### src/rtl/core/usdmx_pkg.sv
// shared types, constants and helpers for the udp socket table demultiplexer
package usdmx_pkg;

  localparam int ENTRIES    = 8;
  localparam int IFACE_BITS = 32;
  localparam int IDX_W      = (ENTRIES > 1) ? $clog2(ENTRIES) : 1;
  localparam int SOCK_W     = 3;
  localparam int PORT_W     = 16;
  localparam int IP_W       = 32;
  localparam int IFN_W      = 5;
  localparam int CFG_IDX_W  = 2;

  localparam logic [PORT_W-1:0] UDP_HDR_BYTES = 16'd8;
  localparam logic [PORT_W-1:0] DYN_MIN_RST   = 16'd49152;
  localparam logic [PORT_W-1:0] DYN_MAX_RST   = 16'd65535;
  localparam logic [IDX_W-1:0]  LAST_IDX      = IDX_W'(ENTRIES - 1);

  typedef enum logic [2:0] {
    FN_OPEN    = 3'd0,
    FN_BIND    = 3'd1,
    FN_BIND_IF = 3'd2,
    FN_CLOSE   = 3'd3,
    FN_LOOKUP  = 3'd4
  } func_t;

  typedef enum logic [2:0] {
    ST_OK       = 3'd0,
    ST_NO_FREE  = 3'd1,
    ST_INVALID  = 3'd2,
    ST_SHORT    = 3'd3,
    ST_BAD_LEN  = 3'd4,
    ST_NO_MATCH = 3'd5
  } status_t;

  typedef enum logic [CFG_IDX_W-1:0] {
    CFG_DYN_MIN = 2'd0,
    CFG_DYN_MAX = 2'd1
  } cfg_reg_t;

  typedef enum logic [2:0] {
    S_IDLE,
    S_OPEN_SCAN,
    S_SOCK_OP,
    S_LEN_SUB,
    S_LEN_EVAL,
    S_LOOKUP_SCAN,
    S_DONE
  } state_t;

  typedef struct packed {
    logic [PORT_W-1:0]     port;
    logic [IP_W-1:0]       ip;
    logic [IFACE_BITS-1:0] mask;
  } entry_t;

  typedef struct packed {
    logic [PORT_W-1:0]     port;
    logic [IP_W-1:0]       ip;
    logic [IFACE_BITS-1:0] rbit;
  } key_t;

  typedef struct packed {
    logic free;
    logic hit;
  } cmp_t;

  // one-hot interface bit, zero when the number lies beyond the mask
  function automatic logic [IFACE_BITS-1:0] iface_bit(input logic [IFN_W-1:0] n);
    logic [IFACE_BITS-1:0] b;
    b = '0;
    if (32'(n) < IFACE_BITS) begin
      b = IFACE_BITS'(1) << n;
    end
    return b;
  endfunction

endpackage

### src/rtl/core/usdmx_match.sv
// entry compare unit shared by the open scan, socket checks and lookup scan
module usdmx_match
  import usdmx_pkg::*;
(
  input  entry_t entry,
  input  key_t   key,
  output cmp_t   cmp
);

  logic port_eq;
  logic ip_ok;
  logic mask_ok;

  assign port_eq = (entry.port == key.port);
  assign ip_ok   = (entry.ip == '0) || (entry.ip == key.ip);
  assign mask_ok = (entry.mask == '0) || ((entry.mask & key.rbit) != '0);

  assign cmp.free = (entry.port == '0);
  assign cmp.hit  = !cmp.free && port_eq && ip_ok && mask_ok;

endmodule

### src/rtl/core/udp_socket_table_demux_top.sv
// udp socket table with open, bind, bind-interface, close and destination-port lookup
// each request runs to its result: open scans for the lowest free entry, bind/bind-interface/close
//   act on one entry, an unknown code goes straight to the result, lookup checks the lengths
//   and then scans, which compares one entry per cycle
// throughput: one request in flight, the next is taken the cycle after its result loads
// reset: synchronous rst frees all entries, restores port range and counter, clears out_valid
module udp_socket_table_demux_top
  import usdmx_pkg::*;
(
  input  logic                 clk,
  input  logic                 rst,
  // request channel
  input  logic                 in_valid,
  output logic                 in_stall,
  input  logic [2:0]           func,
  input  logic [3:0]           socket,
  input  logic [IP_W-1:0]      bind_ip,
  input  logic [PORT_W-1:0]    bind_port,
  input  logic [IFN_W-1:0]     bind_iface,
  input  logic [IFN_W-1:0]     rx_iface,
  input  logic [IP_W-1:0]      dst_ip,
  input  logic [PORT_W-1:0]    dst_port,
  input  logic [PORT_W-1:0]    udp_len,
  input  logic [PORT_W-1:0]    ip_total_len,
  input  logic [PORT_W-1:0]    ip_hdr_len,
  // result channel
  output logic                 out_valid,
  input  logic                 out_stall,
  output logic [2:0]           status,
  output logic [SOCK_W-1:0]    socket_out,
  output logic [PORT_W-1:0]    port_out,
  output logic [PORT_W-1:0]    payload_len,
  // register write channel
  input  logic                 cfg_valid,
  output logic                 cfg_ready,
  input  logic [CFG_IDX_W-1:0] cfg_index,
  input  logic [PORT_W-1:0]    cfg_data
);

  state_t state, state_next;

  // socket table: port array is cleared by reset, address and mask are not
  logic [PORT_W-1:0]     entry_port [ENTRIES];
  logic [IP_W-1:0]       entry_ip [ENTRIES];
  logic [IFACE_BITS-1:0] entry_iface_mask [ENTRIES];

  // dynamic port range and counter
  logic [PORT_W-1:0] dyn_port_min;
  logic [PORT_W-1:0] dyn_port_max;
  logic [PORT_W-1:0] next_dyn_port, next_dyn_port_next;
  logic [PORT_W:0]   dyn_inc;

  // captured request
  logic [2:0]        func_q;
  logic [3:0]        sock_q;
  logic [IP_W-1:0]   bind_ip_q;
  logic [PORT_W-1:0] bind_port_q;
  logic [IFN_W-1:0]  bind_iface_q;
  logic [IFN_W-1:0]  rx_iface_q;
  logic [IP_W-1:0]   dst_ip_q;
  logic [PORT_W-1:0] dst_port_q;
  logic [PORT_W-1:0] udp_len_q;
  logic [PORT_W-1:0] tot_len_q;
  logic [PORT_W-1:0] hdr_len_q;

  // length check intermediate
  logic [PORT_W-1:0] rest;
  logic              hdr_over;

  // scan position and working result
  logic [IDX_W-1:0]  scan_idx, scan_idx_next;
  status_t           res_status, res_status_next;
  logic [SOCK_W-1:0] res_sock, res_sock_next;
  logic [PORT_W-1:0] res_port, res_port_next;
  logic [PORT_W-1:0] res_plen, res_plen_next;

  // table access
  logic [IDX_W-1:0]      rd_idx;
  logic [IDX_W-1:0]      sock_idx;
  logic                  sock_in_range;
  entry_t                rd_entry;
  key_t                  key;
  cmp_t                  cmp;
  logic                  wr_port_en;
  logic                  wr_ip_en;
  logic                  wr_mask_en;
  logic [IDX_W-1:0]      wr_idx;
  logic [PORT_W-1:0]     wr_port;
  logic [IP_W-1:0]       wr_ip;
  logic [IFACE_BITS-1:0] wr_mask;

  logic in_take;
  logic out_load;

  assign in_stall  = (state != S_IDLE);
  assign in_take   = in_valid && !in_stall;
  assign cfg_ready = 1'b1;
  assign out_load  = (state == S_DONE) && (!out_valid || !out_stall);

  // socket index of bind, bind-interface and close
  assign sock_in_range = (32'(sock_q) < ENTRIES);
  assign sock_idx      = IDX_W'(sock_q);

  // single read address: the socket for socket ops, the scan index otherwise
  assign rd_idx        = (state == S_SOCK_OP) ? sock_idx : scan_idx;
  assign rd_entry.port = entry_port[rd_idx];
  assign rd_entry.ip   = entry_ip[rd_idx];
  assign rd_entry.mask = entry_iface_mask[rd_idx];

  assign key.port = dst_port_q;
  assign key.ip   = dst_ip_q;
  assign key.rbit = iface_bit(rx_iface_q);

  usdmx_match u_match (
    .entry (rd_entry),
    .key   (key),
    .cmp   (cmp)
  );

  // dynamic port advance, wraps to the minimum once past the maximum
  assign dyn_inc = {1'b0, next_dyn_port} + {{PORT_W{1'b0}}, 1'b1};

  // configuration registers
  always_ff @(posedge clk) begin
    if (rst) begin
      dyn_port_min <= DYN_MIN_RST;
      dyn_port_max <= DYN_MAX_RST;
    end else if (cfg_valid && cfg_ready) begin
      case (cfg_index)
        CFG_DYN_MIN: dyn_port_min <= cfg_data;
        CFG_DYN_MAX: dyn_port_max <= cfg_data;
        default: ;
      endcase
    end
  end

  // control state
  always_ff @(posedge clk) begin
    if (rst) begin
      state         <= S_IDLE;
      next_dyn_port <= DYN_MIN_RST;
      out_valid     <= 1'b0;
    end else begin
      state         <= state_next;
      next_dyn_port <= next_dyn_port_next;
      if (out_load) begin
        out_valid <= 1'b1;
      end else if (!out_stall) begin
        out_valid <= 1'b0;
      end
    end
  end

  // working registers, no reset needed
  always_ff @(posedge clk) begin
    scan_idx   <= scan_idx_next;
    res_status <= res_status_next;
    res_sock   <= res_sock_next;
    res_port   <= res_port_next;
    res_plen   <= res_plen_next;
    rest       <= tot_len_q - hdr_len_q;
    hdr_over   <= (hdr_len_q > tot_len_q);
    if (in_take) begin
      func_q       <= func;
      sock_q       <= socket;
      bind_ip_q    <= bind_ip;
      bind_port_q  <= bind_port;
      bind_iface_q <= bind_iface;
      rx_iface_q   <= rx_iface;
      dst_ip_q     <= dst_ip;
      dst_port_q   <= dst_port;
      udp_len_q    <= udp_len;
      tot_len_q    <= ip_total_len;
      hdr_len_q    <= ip_hdr_len;
    end
    if (out_load) begin
      status      <= res_status;
      socket_out  <= res_sock;
      port_out    <= res_port;
      payload_len <= res_plen;
    end
  end

  // entry ports: cleared by reset so every entry starts free
  always_ff @(posedge clk) begin
    if (rst) begin
      for (int i = 0; i < ENTRIES; i++) begin
        entry_port[i] <= '0;
      end
    end else if (wr_port_en) begin
      entry_port[wr_idx] <= wr_port;
    end
  end

  // entry address and interface mask
  always_ff @(posedge clk) begin
    if (wr_ip_en) begin
      entry_ip[wr_idx] <= wr_ip;
    end
    if (wr_mask_en) begin
      entry_iface_mask[wr_idx] <= wr_mask;
    end
  end

  // sequencer
  always_comb begin
    state_next         = state;
    scan_idx_next      = scan_idx;
    res_status_next    = res_status;
    res_sock_next      = res_sock;
    res_port_next      = res_port;
    res_plen_next      = res_plen;
    next_dyn_port_next = next_dyn_port;
    wr_port_en         = 1'b0;
    wr_ip_en           = 1'b0;
    wr_mask_en         = 1'b0;
    wr_idx             = rd_idx;
    wr_port            = '0;
    wr_ip              = '0;
    wr_mask            = '0;

    case (state)
      S_IDLE: begin
        scan_idx_next   = '0;
        res_status_next = ST_OK;
        res_sock_next   = '0;
        res_port_next   = '0;
        res_plen_next   = '0;
        if (in_valid) begin
          case (func)
            FN_OPEN:                        state_next = S_OPEN_SCAN;
            FN_BIND, FN_BIND_IF, FN_CLOSE:  state_next = S_SOCK_OP;
            FN_LOOKUP:                      state_next = S_LEN_SUB;
            default:                        state_next = S_DONE;
          endcase
        end
      end

      // find the lowest free entry and claim it with the next dynamic port
      S_OPEN_SCAN: begin
        if (cmp.free) begin
          wr_port_en    = 1'b1;
          wr_ip_en      = 1'b1;
          wr_mask_en    = 1'b1;
          wr_port       = next_dyn_port;
          res_sock_next = SOCK_W'(scan_idx);
          res_port_next = next_dyn_port;
          next_dyn_port_next = (dyn_inc > {1'b0, dyn_port_max}) ?
                               dyn_port_min : dyn_inc[PORT_W-1:0];
          state_next    = S_DONE;
        end else if (scan_idx == LAST_IDX) begin
          res_status_next = ST_NO_FREE;
          state_next      = S_DONE;
        end else begin
          scan_idx_next = scan_idx + IDX_W'(1);
        end
      end

      // bind, bind-interface and close on an open entry
      S_SOCK_OP: begin
        state_next = S_DONE;
        if (!sock_in_range || cmp.free) begin
          res_status_next = ST_INVALID;
        end else begin
          case (func_q)
            FN_BIND: begin
              wr_port_en = 1'b1;
              wr_ip_en   = 1'b1;
              wr_port    = bind_port_q;
              wr_ip      = bind_ip_q;
            end
            FN_BIND_IF: begin
              wr_mask_en = 1'b1;
              wr_mask    = rd_entry.mask | iface_bit(bind_iface_q);
            end
            FN_CLOSE: begin
              wr_port_en = 1'b1;
              wr_port    = '0;
            end
            default: ;
          endcase
        end
      end

      // bytes after the ip header are formed in this cycle
      S_LEN_SUB: begin
        state_next = S_LEN_EVAL;
      end

      S_LEN_EVAL: begin
        if (hdr_over || (rest < UDP_HDR_BYTES)) begin
          res_status_next = ST_SHORT;
          state_next      = S_DONE;
        end else if ((udp_len_q < UDP_HDR_BYTES) || (udp_len_q > rest)) begin
          res_status_next = ST_BAD_LEN;
          state_next      = S_DONE;
        end else begin
          scan_idx_next = '0;
          state_next    = S_LOOKUP_SCAN;
        end
      end

      // first entry matching port, address and interface wins
      S_LOOKUP_SCAN: begin
        if (cmp.hit) begin
          res_status_next = ST_OK;
          res_sock_next   = SOCK_W'(scan_idx);
          res_plen_next   = udp_len_q - UDP_HDR_BYTES;
          state_next      = S_DONE;
        end else if (scan_idx == LAST_IDX) begin
          res_status_next = ST_NO_MATCH;
          state_next      = S_DONE;
        end else begin
          scan_idx_next = scan_idx + IDX_W'(1);
        end
      end

      // hand the result to the output register once it has room
      S_DONE: begin
        if (!out_valid || !out_stall) begin
          state_next = S_IDLE;
        end
      end

      default: state_next = S_IDLE;
    endcase
  end

  // a taken request always leaves idle
  assert property (@(posedge clk) disable iff (rst)
    in_take |=> (state != S_IDLE))
    else $error("request taken but sequencer stayed idle");

  // a new result only appears when the sequencer finishes a request
  assert property (@(posedge clk) disable iff (rst)
    $rose(out_valid) |-> $past(state == S_DONE))
    else $error("result appeared without a finished request");

  // a free entry found by open ends the scan with an ok result
  assert property (@(posedge clk) disable iff (rst)
    (state == S_OPEN_SCAN && cmp.free) |=> (state == S_DONE && res_status == ST_OK))
    else $error("open did not claim the free entry");

  // table writes only happen while a socket op or open is in progress
  assert property (@(posedge clk) disable iff (rst)
    (wr_port_en || wr_ip_en || wr_mask_en) |->
      (state == S_OPEN_SCAN || state == S_SOCK_OP))
    else $error("table written outside open or socket op");

endmodule
### config.mk
export PLATFORM = sky130hd
export DESIGN_NAME = udp_socket_table_demux_top
export DESIGN_NICKNAME = d
export VERILOG_FILES = /design/src/rtl/core/usdmx_pkg.sv /design/src/rtl/core/usdmx_match.sv /design/src/rtl/core/udp_socket_table_demux_top.sv
export SDC_FILE = /design/constraint.sdc
export NUM_CORES = 1
export LEC_CHECK = 0
export BUFFER_PORTS_ARGS = -buffer_cell sky130_fd_sc_hd__buf_4
export CAP_MARGIN = 30
export CORE_AREA = 8 8 302 304
export DETAILED_ROUTE_END_ITERATION = 7
export DIE_AREA = 0 0 310 312
export PLACE_DENSITY = 0.7
export SLEW_MARGIN = 20
export SYNTH_ARGS = -nofsm -noshare
export SYNTH_HDL_FRONTEND = slang
export SYNTH_SLANG_ARGS = --single-unit
### constraint.sdc
create_clock -name clk -period 6.9 [get_ports clk]
set_input_delay 0 -clock clk [delete_from_list [all_inputs] [get_ports clk]]
set_output_delay 0 -clock clk [all_outputs]
set_load 0.05 [all_outputs]
# --- Yosys cells after proc, flatten, opt, wreduce, memory -nomap -nowiden ---
# Memories as Yosys holds them, arrays and structs flattened.
# Cells that the tools add are included.
totals:
  inputBits: 184
  ram_bits: 640
  reg_bits: 309
  out_inout_bits: 41
  memories: 3
memory_table:
  columns: ["memory", "depth", "word_bits", "rd", "rd_ports_with_merged_regs", "wr", "line", "source"]
  rows:
  - ["entry_iface_mask", 8, 32, 1, 0, 1, "udp_socket_table_demux_top.sv:45", "logic [IFACE_BITS-1:0] entry_iface_mask [ENTRIES];"]
  - ["entry_ip", 8, 32, 1, 0, 1, "udp_socket_table_demux_top.sv:44", "logic [IP_W-1:0] entry_ip [ENTRIES];"]
  - ["entry_port", 8, 16, 1, 0, 8, "udp_socket_table_demux_top.sv:43", "logic [PORT_W-1:0] entry_port [ENTRIES];"]
classes:
  reduce_logical: 41
  addsub: 4
  order_cmp: 6
  n_bitwise: 2
  muxes: 69
  n_eq_ne: 30
  shift: 2
ops:
  columns: ["cell", "count"]
  rows:
  - ["32-bit 2-to-1 mux", 9]
  - ["16-bit 2-to-1 mux", 7]
  - ["16-bit case mux with 2 select lines", 3]
  - ["32-bit logical NOT", 2]
  - ["1-bit by 5-bit left shift with 32-bit output (first input constant)", 2]
  - ["3-bit 2-to-1 mux", 21]
  - ["32-bit bitwise AND", 1]
  - ["32-bit == test", 1]
  - ["16-bit greater-than comparator", 2]
  - ["16-bit by 4-bit less-than comparator with 1-bit output (second input constant)", 2]
  - ["32-bit OR", 1]
  - ["32-bit nonzero test", 1]
  - ["3-bit case mux with 7 select lines", 1]
  - ["1-bit 2-to-1 mux", 19]
  - ["3-bit by 2-bit == test with 1-bit output (second input constant)", 6]
  - ["3-bit case mux with 3 select lines", 2]
  - ["16-bit by 1-bit adder with 17-bit output (second input constant)", 1]
  - ["17-bit by 16-bit greater-than comparator with 1-bit output", 1]
  - ["16-bit == test", 1]
  - ["16-bit logical NOT", 1]
  - ["2-bit != test (second input constant)", 8]
  - ["16-bit OR reduction", 1]
  - ["16-bit subtractor", 1]
  - ["16-bit by 4-bit subtractor with 16-bit output (second input constant)", 1]
  - ["other kinds (26)", 59]

# --- Depth between registers and ports, before layout ---
# An unclocked memory read counts as a cell.
depth:
  word_depth: 12
  mapped_depth: 19

# --- By module ---
# From an unflattened synthesis, not the netlist that was laid out.
hier_totals:
  hier_cells: 2558
  hier_area_um2: 37697.4
modules_own_cells:
  columns: ["module", "seq_area_each_um2", "cells_per_inst", "area_per_inst_um2", "instances"]
  rows:
  - ["udp_socket_table_demux_top", 27806.7, 2445, 36851.6, 1]
  - ["usdmx_match", 0.0, 113, 845.8, 1]

# --- Least setup slack after synthesis ---
# Ideal clock, no wire load.
synth_timing:
  path_kind: "register to register"
  from: "reg state[1]"
  to: "mem entry_ip[6][0], enable pin"
  path_buffers: 7
  slack_ps: 689
  arrival_ps: 5750
  required_time_ps: 6439
  stages_incl_launch_ff: 17
  cell_sequence: "dfxtp_1 -> or3b_1 -> buf_2 -> buf_6 -> buf_2 -> a21oi_1 -> buf_2 -> buf_2 -> o21ai_0 -> nand3_1 -> nand4_1 -> nor3_1 -> and2_1 -> clkbuf_1 -> clkbuf_1 -> nor2_1 -> nor3_1"
synth_via:
  elab_chain_len: 9
  elab_cells_between_ends: 11
  classes_between: "eq/ne: 2; mux: 6; reduce/logical: 2; memory: 1"
synth_lines:
  columns: ["element", "line", "source"]
  rows:
  - ["from (decl)", "udp_socket_table_demux_top.sv:40", "state_t state, state_next;"]
  - ["from (signal assigned)", "udp_socket_table_demux_top.sv:144", "state <= state_next;"]
  - ["3-bit by 2-bit == test with 1-bit output", "udp_socket_table_demux_top.sv:105, udp_socket_table_demux_top.sv:222", null]
  - ["3-bit 2-to-1 mux", "udp_socket_table_demux_top.sv:105", "assign rd_idx = (state == S_SOCK_OP) ? sock_idx : scan_idx;"]
  - ["memory 8 x 16 bit", null, null]
  - ["16-bit logical NOT", "usdmx_match.sv:18", "assign cmp.free = (entry.port == '0);"]
  - ["1-bit logical OR", "udp_socket_table_demux_top.sv:262", "if (!sock_in_range || cmp.free) begin"]
  - ["1-bit 2-to-1 mux", "udp_socket_table_demux_top.sv:262", null]
  - ["1-bit case mux with 2 select lines", "udp_socket_table_demux_top.sv:222", "case (state)"]
  - ["1-bit 2-to-1 mux", "udp_socket_table_demux_top.sv:197", "if (wr_ip_en) begin"]
  - ["1-bit 2-to-1 mux (implied by the code)", "udp_socket_table_demux_top.sv:198", "entry_ip[wr_idx] <= wr_ip;"]
  - ["to (decl)", "udp_socket_table_demux_top.sv:44", null]
# Several ways; a longest one is shown, not always the timed one.

# --- Worst setup path after layout ---
layout_timing:
  from: "reg state[1]"
  to: "reg res_plen[7], enable pin"
layout_via:
  elab_chain_len: 10
  elab_cells_between_ends: 23
  classes_between: "eq/ne: 5; mux: 1; bitwise: 1; reduce/logical: 13; memory: 3"
layout_lines:
  columns: ["element", "line", "source"]
  rows:
  - ["3-bit by 2-bit == test with 1-bit output", "udp_socket_table_demux_top.sv:105", null]
  - ["3-bit 2-to-1 mux", "udp_socket_table_demux_top.sv:105", null]
  - ["memory 8 x 16 bit", null, null]
  - ["16-bit logical NOT", "usdmx_match.sv:18", null]
  - ["1-bit logical NOT", "usdmx_match.sv:19", "assign cmp.hit = !cmp.free && port_eq && ip_ok && mask_ok;"]
  - ["1-bit logical AND (3 in series)", "usdmx_match.sv:19", null]
  - ["2-bit != test (no line)", null, null]
  - ["2-bit AND reduction (no line) *", null, null]
  - ["to (signal assigned)", "udp_socket_table_demux_top.sv:160", "res_plen <= res_plen_next;"]
  - ["to (decl)", "udp_socket_table_demux_top.sv:75", "logic [PORT_W-1:0] res_plen, res_plen_next;"]
# Every way passes the cells marked *; elsewhere a longest branch is shown, timed or not.
# A chain may end at the register's enable or synchronous reset.

==> out/qor.csv <==
metric,value,unit
synth warn,0,
Initial Util,46.7,%
initial drt markers,3337,
R2R cell count,12,
Routed WL per cell,24.7,um
CTS Buf Count,99,
global routing's busiest layer,met2,
CP Capture Type,flip-flop,
largest net degree at the start of global routing,113,
unrepaired setup endpoints after global routing,false,
relative slew slack,26.2,%
core area,86200,um2
gate count after technology mapping,3008,
detailed placement HPWL,71800,um
H-Tree Depth,3,
Post-CTS Setup Bufs,0,
final std cells w/o fill,4712,
Crit Reg-Reg Startpoint,state[1]$_SDFFE_PP0P_,
port buffer count,223,
syn nets,3246,
final worst slack,981,ps
Filler Cells Inserted,6822,
"Max FO, Critical Path",37,
final-report max-slew violation count,0,
Worst-Skew Late Latency,680,ps
Crit. Startpoint,state[1]$_SDFFE_PP0P_,
Total Power,0.0190,W
DP Cell Count,4326,
initial antenna violation count,6,
Netlist cell types,74,
Max-Cap Viols,0,
fin crit period,5920,ps
setup TNS,0,ps
Die Span X,310,um
number of global-route vias before repair,27900,
Hold Crit Class,in2reg,
Main synth FF type,edfxtp_1,
WS Path Type,reg2reg,
DR vias/cell,5.91,
worst hold start,ip_hdr_len[3],
clk sink count,949,
flop and latch count out of synthesis,949,
reg2reg end,res_plen[7]$_SDFFCE_PN0P_,
crit path DAT,6260,ps
Clock Tree Buf Depth,3,
DRC,0,
# hold bufs at CTS,198,
Area contributors post-synth,"edfxtp_1 (66%), a211oi_1 (3.8%), dfxtp_1 (3.4%), nor2_1 (2.4%), mux2i_1 (2.1%)",
endpoints failing setup,0,
ys async rst share,0,%
Worst Skew,41.1,ps
first-pass GRT wire length,173000,um
"CTS clk-pin slew, worst paths",60,ps
Synth top area share,65.6,%
f_max,169,MHz
# nets final,3712,
flop2flop setup slack,980,ps
GR Util met2,38.5,%
Clock Root Buffer,clkbuf_16,
Worst setup SP type,flip-flop,
Power Density,387,nW/um2
io pins,225,
FP Rows,108,
Pleak,17.2,nW
GRT Util Overall,23.4,%
outcome,finished clean,
CTS tree,done,
Resized Gates After CTS,0,
P&R area growth vs syn,21.8,%
"EDFF count, synth",880,
maximum VDD drop,0.247,mV
final wirelength,116000,um
GPL Wtd Cong,0.942,
post-route antenna net violation count,0,
Worst Hold End,hdr_len_q[3]$_DFFE_PP_,
period utilization,85.8,%
cell depth of the worst hold path,2,
share of layout cells above drive strength 1,15.1,%
via count,27900,
sequential element share of the synthesized area,69.0,%
Final Hold Fails,0,
Pre-antenna DRT Iters,6,
met1 usage,31.0,%
grt ovf,0,
pre-CTS setup slack,1110,ps
Die ar.,96700,um2
Yosys top cell by area,edfxtp_1,
met3 usage,3.57,%
Die Ht,312,um
"Cell Area, Synth",40300,um2
synthesized area per cell,13.4,um2
Tightest Pin Transition,1110,ps
Critical Path RT,7240,ps
## routing by layer
layer	vias up	wire length (um)
met5	-	13
met4	2	4710
met3	276	10100
met2	1455	56200
met1	13700	45300
li1	12400	-
## sequential cells by signal, indices dropped and copies added (netlist names), 4 cells and up
| register | count |
|---|---|
| bind_iface_q | 5 |
| bind_ip_q | 32 |
| bind_port_q | 16 |
| dst_ip_q | 32 |
| dst_port_q | 16 |
| dyn_port_max | 16 |
| dyn_port_min | 16 |
| entry_iface_mask | 256 |
| entry_ip | 256 |
| entry_port | 128 |
| hdr_len_q | 16 |
| next_dyn_port | 16 |
| payload_len | 16 |
| port_out | 16 |
| res_plen | 16 |
| res_port | 16 |
| rest | 16 |
| rx_iface_q | 5 |
| sock_q | 4 |
| tot_len_q | 16 |
| udp_len_q | 16 |
## cells in the mapped netlist, drive strengths merged, types with 41 or more instances
cell	n
and2	41
nand2	208
a211oi	205
nor2	256
clkbuf	142
o21ai	60
xnor2	58
a21oi	117
inv	174
edfxtp	880
nand3	42
mux2i	87
dfxtp	69
a22oi	63
ha	53
## metrics by stage
step,util (%),hold WS [ps],instance area [um2]
global placement,50.8,179,43800
detailed placement,50.9,179,43800
global route,56.9,36.2,49100
floorplan,-,98.9,40300
finish,56.9,48.4,49100
CTS,56.9,9.64,49000
## cell type report
type,instances,area [um2],area share [%]
Sequential cell,949,27800,56.7
Antenna cell,4,10.0,0.0204
Tap cell,1155,1450,2.95
Clock buffer,129,2670,5.45
Clock inverter,51,512,1.04
Multi-Input combinational cell,1706,11300,23.1
Timing Repair Buffer,543,4650,9.47
Inverter,175,657,1.34
## critical path, cell delays in order (launching register included)
cell and delay (ps):
dfxtp_1 590, or3b_4 670, buf_4 300, mux2i_1 220, buf_4 270, a22oi_1 440
o2111ai_1 360, or4_1 600, or4_1 490, or4_1 640, a2111o_1 560, o21ai_1 180
buf_4 260
## cells by family after synthesis
kind of cell / synth area share [%]
AO/OA/AOI/OAI: 12.0
XOR/XNOR: 1.70
adder cells (fa/ha/maj): 1.70
buffers and inverters: 3.40
flip-flops: 69.0
multiplexers: 2.95
other: 0.00931
AND/OR/NAND/NOR: 9.24
## cells in the final DEF (no fill, tap or decap), types with 53 or more instances in the layout
| cell type | count |
|---|---|
| edfxtp_1 | 880 |
| buf_4 | 328 |
| nor2_1 | 242 |
| nand2_1 | 208 |
| a211oi_1 | 205 |
| dlygate4sd3_1 | 198 |
| inv_1 | 174 |
| a21oi_1 | 114 |
| clkbuf_16 | 102 |
| mux2i_1 | 83 |
| dfxtp_1 | 69 |
| a22oi_1 | 63 |
| o21ai_0 | 59 |
| xnor2_1 | 58 |
| ha_1 | 53 |
## power breakdown
part	internal (W)	switching, W	leakage [nW]
Combinational	0.00220	0.00427	7.61
Sequential	0.00696	0.000313	8.09
Clock	0.00306	0.00221	1.55
## worst max-delay path by stage
stage,end,slack (ps),depth (start not counted)
2_1_floorplan,entry_ip[6][0]$_DFFE_PP_,690,16
3_3_place_gp,res_plen[6]$_SDFFCE_PN0P_,1070,12
3_5_place_dp,res_plen[3]$_SDFFCE_PN0P_,1110,12
4_1_cts,res_plen[5]$_SDFFCE_PN0P_,1080,12
5_1_grt,res_plen[9]$_SDFFCE_PN0P_,830,12
6_report,res_plen[7]$_SDFFCE_PN0P_,980,12
Power figures use the tool's default switching activity.
